`config.mk`:
```
export PLATFORM = sky130hd
export DESIGN_NAME = ppc_ctrl
export DESIGN_NICKNAME = d
export VERILOG_FILES = /design/src/hw/rtl/ppc_pkg.sv /design/src/hw/rtl/ppc_ctrl.sv
export SDC_FILE = /design/constraint.sdc
export NUM_CORES = 1
export LEC_CHECK = 0
export BUFFER_PORTS_ARGS = -buffer_cell sky130_fd_sc_hd__buf_2
export CORE_ASPECT_RATIO = 1.25
export CORE_MARGIN = 1
export CORE_UTILIZATION = 30
export DETAILED_ROUTE_END_ITERATION = 7
export PLACE_DENSITY = 0.52
export SLEW_MARGIN = 20
export SYNTH_ARGS = -nofsm -noshare
export SYNTH_HDL_FRONTEND = slang
export SYNTH_SLANG_ARGS = --single-unit
```
`constraint.sdc`:
```
create_clock -name clk -period 1.38 [get_ports clk]
set_input_delay 0.276 -clock clk [delete_from_list [all_inputs] [get_ports clk]]
set_output_delay 0.276 -clock clk [all_outputs]
set_load 0.1 [all_outputs]
```
`src/hw/rtl/ppc_pkg.sv`:
```
`default_nettype none
package ppc_pkg;

  // Angle and fixed-point constants.
  localparam logic signed [33:0] HALF_PI_Q29  = 34'sd843314857;
  localparam logic signed [33:0] PI_Q29       = 34'sd1686629713;
  localparam logic signed [33:0] CORDIC_K_Q30 = 34'sd652032874;
  localparam logic signed [17:0] PI_Q12       = 18'sd12868;
  localparam logic signed [17:0] TWO_PI_Q12   = 18'sd25736;
  localparam logic signed [15:0] HEAD_TOL_Q12 = 16'sd409;
  localparam logic signed [47:0] ONE_Q8       = 48'sd256;
  localparam logic signed [47:0] FIVE_Q8      = 48'sd1280;

  // Configuration register indexes.
  localparam logic [3:0] REG_TARGET_X       = 4'd0;
  localparam logic [3:0] REG_TARGET_Y       = 4'd1;
  localparam logic [3:0] REG_TARGET_HEADING = 4'd2;
  localparam logic [3:0] REG_GAIN_RANGE     = 4'd3;
  localparam logic [3:0] REG_GAIN_BEARING   = 4'd4;
  localparam logic [3:0] REG_GAIN_DELTA     = 4'd5;
  localparam logic [3:0] REG_STOP_DISTANCE  = 4'd6;
  localparam logic [3:0] REG_WARMUP_STEPS   = 4'd7;

  // Velocity profile codes.
  localparam logic [1:0] PROFILE_SAME = 2'd0;
  localparam logic [1:0] PROFILE_LOW  = 2'd1;
  localparam logic [1:0] PROFILE_HIGH = 2'd2;

  // Datapath operations issued by the controller.
  typedef enum logic [4:0] {
    OP_NONE, OP_LOAD, OP_MUL_WW, OP_SQRT_W, OP_ATAN_W, OP_THETA, OP_MUL_XX,
    OP_ACC_XX, OP_MUL_YY, OP_SQRT_R, OP_ATAN_B, OP_BRG, OP_SINCOS, OP_MUL_KR,
    OP_MUL_V, OP_V, OP_MUL_SC, OP_MUL_KD, OP_MUL_KSC, OP_MUL_NUM, OP_MUL_KB,
    OP_KB, OP_FINAL
  } dp_op_t;

  typedef struct packed {
    logic sqrt_busy;
    logic cordic_busy;
    logic div_busy;
  } dp_status_t;

  // Arctangent of 2^-i in Q2.29.
  function automatic logic signed [33:0] atan_q29(input logic [4:0] idx);
    logic signed [33:0] r;
    case (idx)
      5'd0:  r = 34'sd421657428;
      5'd1:  r = 34'sd248918915;
      5'd2:  r = 34'sd131521918;
      5'd3:  r = 34'sd66762579;
      5'd4:  r = 34'sd33510843;
      5'd5:  r = 34'sd16771758;
      5'd6:  r = 34'sd8387925;
      5'd7:  r = 34'sd4194219;
      5'd8:  r = 34'sd2097141;
      5'd9:  r = 34'sd1048575;
      5'd10: r = 34'sd524288;
      5'd11: r = 34'sd262144;
      5'd12: r = 34'sd131072;
      5'd13: r = 34'sd65536;
      5'd14: r = 34'sd32768;
      5'd15: r = 34'sd16384;
      5'd16: r = 34'sd8192;
      5'd17: r = 34'sd4096;
      5'd18: r = 34'sd2048;
      5'd19: r = 34'sd1024;
      5'd20: r = 34'sd512;
      5'd21: r = 34'sd256;
      5'd22: r = 34'sd128;
      5'd23: r = 34'sd64;
      default: r = 34'sd0;
    endcase
    return r;
  endfunction

  // Wraps a Q3.12 angle into [-pi, pi); inputs stay within three half turns.
  function automatic logic signed [17:0] norm_q12(input logic signed [17:0] t);
    logic signed [17:0] r;
    r = t;
    for (int k = 0; k < 2; k++) begin
      if (r >= PI_Q12) begin
        r = r - TWO_PI_Q12;
      end else if (r < -PI_Q12) begin
        r = r + TWO_PI_Q12;
      end
    end
    return r;
  endfunction

endpackage
`default_nettype wire

```
`src/hw/rtl/ppc_ctrl.sv`:
```
`default_nettype none
module ppc_ctrl import ppc_pkg::*; (
  input  wire logic       clk,
  input  wire logic       rst,
  input  wire logic       in_valid,
  output logic            in_stall,
  output logic            out_valid,
  input  wire logic       out_stall,
  output dp_op_t          op,
  input  wire dp_status_t status
);

  typedef enum logic [4:0] {
    S_IDLE, S_MUL_WW, S_SQRT_W, S_WAIT_SQW, S_ATAN_W, S_WAIT_ATW, S_THETA,
    S_MUL_XX, S_ACC_XX, S_MUL_YY, S_SQRT_R, S_WAIT_SQR, S_ATAN_B, S_WAIT_ATB,
    S_BRG, S_SINCOS, S_WAIT_SC, S_MUL_KR, S_MUL_V, S_V, S_MUL_SC, S_MUL_KD,
    S_MUL_KSC, S_MUL_NUM, S_MUL_KB, S_KB, S_WAIT_DIV, S_FINAL
  } state_t;

  state_t state;
  logic   out_free;

  assign out_free = !out_valid || !out_stall;
  assign in_stall = (state != S_IDLE);

  always_comb begin
    case (state)
      S_IDLE:     op = in_valid ? OP_LOAD : OP_NONE;
      S_MUL_WW:   op = OP_MUL_WW;
      S_SQRT_W:   op = OP_SQRT_W;
      S_ATAN_W:   op = OP_ATAN_W;
      S_THETA:    op = OP_THETA;
      S_MUL_XX:   op = OP_MUL_XX;
      S_ACC_XX:   op = OP_ACC_XX;
      S_MUL_YY:   op = OP_MUL_YY;
      S_SQRT_R:   op = OP_SQRT_R;
      S_ATAN_B:   op = OP_ATAN_B;
      S_BRG:      op = OP_BRG;
      S_SINCOS:   op = OP_SINCOS;
      S_MUL_KR:   op = OP_MUL_KR;
      S_MUL_V:    op = OP_MUL_V;
      S_V:        op = OP_V;
      S_MUL_SC:   op = OP_MUL_SC;
      S_MUL_KD:   op = OP_MUL_KD;
      S_MUL_KSC:  op = OP_MUL_KSC;
      S_MUL_NUM:  op = OP_MUL_NUM;
      S_MUL_KB:   op = OP_MUL_KB;
      S_KB:       op = OP_KB;
      S_FINAL:    op = out_free ? OP_FINAL : OP_NONE;
      default:    op = OP_NONE;
    endcase
  end

  always_ff @(posedge clk) begin
    if (rst) begin
      state     <= S_IDLE;
      out_valid <= 1'b0;
    end else begin
      if (state == S_FINAL && out_free) begin
        out_valid <= 1'b1;
      end else if (out_valid && !out_stall) begin
        out_valid <= 1'b0;
      end
      case (state)
        S_IDLE:     if (in_valid) state <= S_MUL_WW;
        S_MUL_WW:   state <= S_SQRT_W;
        S_SQRT_W:   state <= S_WAIT_SQW;
        S_WAIT_SQW: if (!status.sqrt_busy) state <= S_ATAN_W;
        S_ATAN_W:   state <= S_WAIT_ATW;
        S_WAIT_ATW: if (!status.cordic_busy) state <= S_THETA;
        S_THETA:    state <= S_MUL_XX;
        S_MUL_XX:   state <= S_ACC_XX;
        S_ACC_XX:   state <= S_MUL_YY;
        S_MUL_YY:   state <= S_SQRT_R;
        S_SQRT_R:   state <= S_WAIT_SQR;
        S_WAIT_SQR: if (!status.sqrt_busy) state <= S_ATAN_B;
        S_ATAN_B:   state <= S_WAIT_ATB;
        S_WAIT_ATB: if (!status.cordic_busy) state <= S_BRG;
        S_BRG:      state <= S_SINCOS;
        S_SINCOS:   state <= S_WAIT_SC;
        S_WAIT_SC:  if (!status.cordic_busy) state <= S_MUL_KR;
        S_MUL_KR:   state <= S_MUL_V;
        S_MUL_V:    state <= S_V;
        S_V:        state <= S_MUL_SC;
        S_MUL_SC:   state <= S_MUL_KD;
        S_MUL_KD:   state <= S_MUL_KSC;
        S_MUL_KSC:  state <= S_MUL_NUM;
        S_MUL_NUM:  state <= S_MUL_KB;
        S_MUL_KB:   state <= S_KB;
        S_KB:       state <= S_WAIT_DIV;
        S_WAIT_DIV: if (!status.div_busy) state <= S_FINAL;
        S_FINAL:    if (out_free) state <= S_IDLE;
        default:    state <= S_IDLE;
      endcase
    end
  end

endmodule
`default_nettype wire

```
==> results.json <==
{
  "r2r-start": "state[3]$_SDFFE_PP0P_",
  "hold-path-endpoint": "state[1]$_SDFFE_PP0P_",
  "hold_viol": 0,
  "r2r_end": "state[0]$_SDFFE_PP0P_",
  "drc": 0,
  "clockBufferDepth": 2,
  "row_count": 17,
  "cpMaxStageDelayCell": "dfxtp_4",
  "fill_cells": 149,
  "start_kind": "flip-flop",
  "min_path_type": "input pin to flip-flop",
  "hp-start": "rst",
  "fp.dieArea_um2": 2077,
  "drt-pass1-iter-count": 4,
  "holdWs_ps": 284.6,
  "port_buffers": 13,
  "syn_to_final_growth_pct": 105.3,
  "setup_viol": 9,
  "fin_ws_ps": -309.8,
  "nets": 128,
  "antenna_found_initial": 0,
  "cts_tree": "done",
  "postSynthCellCount": 85,
  "cp_data_required_time_ps": 1100,
  "drv_slew": 0,
  "ctsHoldBuffers": 0,
  "fmax_mhz": 591.8,
  "cpMostUsedCell": "nor2_2",
  "antennaDiodeCount": 0,
  "slowest_delay_ps": 430,
  "start_util_pct": 32.25,
  "synth_area_um2": 569.3,
  "grt_usage_pct": 22.72,
  "worst_slew_pin_slew_ps": 274.0,
  "die_y_um": 50.71,
  "ff2ff_path_depth": 6,
  "via_count": 785,
  "arrival_ps": 1410,
  "avgSynthCellArea_um2": 6.698,
  "critPathCaptureType": "output pin",
  "slew_headroom_pct": 81.70,
  "drv_cap": 0,
  "pwr_density_cell_nw_per_um2": 1533,
  "io_pins": 14,
  "cts-buffers-inserted": 3,
  "power.leakage_nw": 0.4616,
  "routed_wl_um": 2023,
  "fin_crit_sh_pct": 122.5,
  "htreeDepth": 1,
  "insertion_delay_ps": 250,
  "synth-seq-cells": 6,
  "peakVddDrop_mv": 0.8196,
  "synth_warnings": 0,
  "cp_max_fo": 12,
  "r2r_setup_slack_ps": -250,
  "status": "finished with violations",
  "cts.sinks": 6,
  "wl_per_cell_um": 14.55,
  "synthDistinctLibCells": 33,
  "crit_chain": "nor2_1 > nor2_2 > nor2_2 > o31ai_4 > buf_12",
  "clkTransAtPathRegs_ps": 50,
  "viasPerCell": 5.647,
  "core_um2": 1765,
  "grt_pass1_wl_um": 3263,
  "drtIter0Drc": 8,
  "fin_crit_ps": 1690,
  "finalPower_mw": 1.792,
  "cts-root-buf": "clkbuf_4",
  "yosysSeqAreaShare_pct": 21.10,
  "path_class": "flip-flop to output pin",
  "grt_setup_unrepaired": "true",
  "worstHoldPathCells": 2,
  "failed_checks": "setup timing",
  "grt_max_degree": 14,
  "grt-ovfl-total": 0,
  "fp.dieW_um": 40.97,
  "place_hpwl_um": 1264,
  "syn_nets": 92,
  "ant_nets": 0,
  "skew_ps": 12.49,
  "place_congestion": 0.7338,
  "grt_pass1_vias": 736,
  "final_layout_size_suffix_gt1_share_pct": 65.83
}
==> per-stage QoR <==
stage	utilization, %	cell area (µm²)	setup WS (ps)	setup TNS [ps]	instances
after CTS	63.08	1114	-338.7	-2167	139
final	66.19	1169	-309.8	-2198	139
after floorplan	-	690.7	-482.6	-2157	85
after global routing	66.19	1169	-391.3	-2848	139
after global placement	54.50	962.2	-219.5	-1393	131
after detailed placement	54.50	962.2	-298.1	-1590	131
==> registers in the layout (all words and copies together), names as in the netlist <==
name	cells
state	5
out_valid	1
==> worst max-delay path by stage <==
stage,startpoint,end,slack [ps],depth (start not counted)
after global placement,state[0]$_SDFFE_PP0P_,op[3],-220,5
after global routing,state[0]$_SDFFE_PP0P_,op[1],-390,5
after floorplan,state[2]$_SDFFE_PP0P_,op[0],-480,5
final,state[3]$_SDFFE_PP0P_,op[0],-310,5
after CTS,state[3]$_SDFFE_PP0P_,op[1],-340,5
after detailed placement,state[0]$_SDFFE_PP0P_,op[2],-300,5
==> placed cells by master (no fill, tap or decap), types with 3 or more instances in the layout <==
cell / instances
nand3_1: 4
dfxtp_4: 6
buf_4: 19
o21ai_1: 6
nand2_1: 4
inv_1: 3
buf_2: 6
buf_6: 8
nor2_1: 5
a21oi_2: 4
nor2_2: 4
clkbuf_4: 3
nand2_2: 3
buf_12: 7
==> power breakdown <==
part,internal [mW],leakage (nW),switching [mW]
Clock,0.110,0.0150,0.0685
Combinational,0.571,0.393,0.777
Sequential,0.204,0.0533,0.0609
==> area by class of cell <==
cell class                      instances  area [µm²]  area share, %
Multi-Input combinational cell         66       558.0          47.75
Timing Repair Buffer                   40       402.9          34.48
Sequential cell                         6       142.6          12.21
Clock buffer                            4       26.28          2.248
Tap cell                               19       23.77          2.034
Inverter                                4       15.01          1.285
==> Yosys cell counts <==
library cell | instances | area, µm²
nand3_1 | 5 | 25.02
o21ai_0 | 8 | 40.04
nor3_1 | 1 | 5.000
a2111oi_0 | 1 | 8.760
buf_2 | 4 | 20.02
nand3b_1 | 1 | 7.510
a211oi_2 | 1 | 12.51
nor2b_1 | 4 | 25.02
xor2_1 | 2 | 17.52
a311oi_1 | 1 | 8.760
or2_1 | 1 | 6.260
nor4_1 | 1 | 6.260
o211ai_1 | 1 | 7.510
and3_1 | 1 | 6.260
a21boi_0 | 1 | 7.510
a31oi_1 | 2 | 12.51
nor4b_2 | 1 | 15.01
a21oi_1 | 7 | 35.03
buf_1 | 1 | 3.750
a221oi_1 | 1 | 8.760
nor2_1 | 10 | 37.54
nand4_1 | 1 | 6.260
o22ai_1 | 1 | 6.260
nand2_1 | 7 | 26.28
buf_6 | 1 | 11.26
inv_1 | 4 | 15.01
o32a_1 | 2 | 20.02
dfxtp_1 | 6 | 120.1
clkbuf_1 | 3 | 11.26
nand2b_1 | 2 | 12.51
o31ai_1 | 1 | 7.510
a41o_1 | 1 | 10.01
nand2_2 | 1 | 6.260
==> what timing repair did <==
item / CTS / global route
endpoints found under the hold margin: 0 / 0
pin swaps: 5 / 11
buffers inserted: 4 / 2
endpoints found under the setup margin: 10 / 11
resized for setup: 30 / 21
==> critical path, delay by kind of cell (launching register included) <==
family	cells	cell delay [ps]
AO/OA/AOI/OAI	1	250
flip-flops	1	430
buffers and inverters	1	210
AND/OR/NAND/NOR	3	280
==> layer usage <==
layer / track usage, % / vias up / part of all wire, %
li1: - / 375 / -
met4: 8.333 / 0 / 4.0
met2: 40.10 / 23 / 55
met1: 24.59 / 377 / 38
met5: 0 / - / 0
met3: 4.425 / 10 / 2.4
==> logic make-up (layout without fill, tap and decap cells) <==
kind of cell              after synthesis  in the layout  synth area share, %
xor gates and xnor gates                2              2                3.077
buffers and inverters                  13             48                10.77
DFF                                     6              6                21.10
AOI/OAI and AO/OA                      28             28                32.53
and+or+nand+nor                        36             36                32.53
Note: power is estimated with default switching activity, not from simulation.
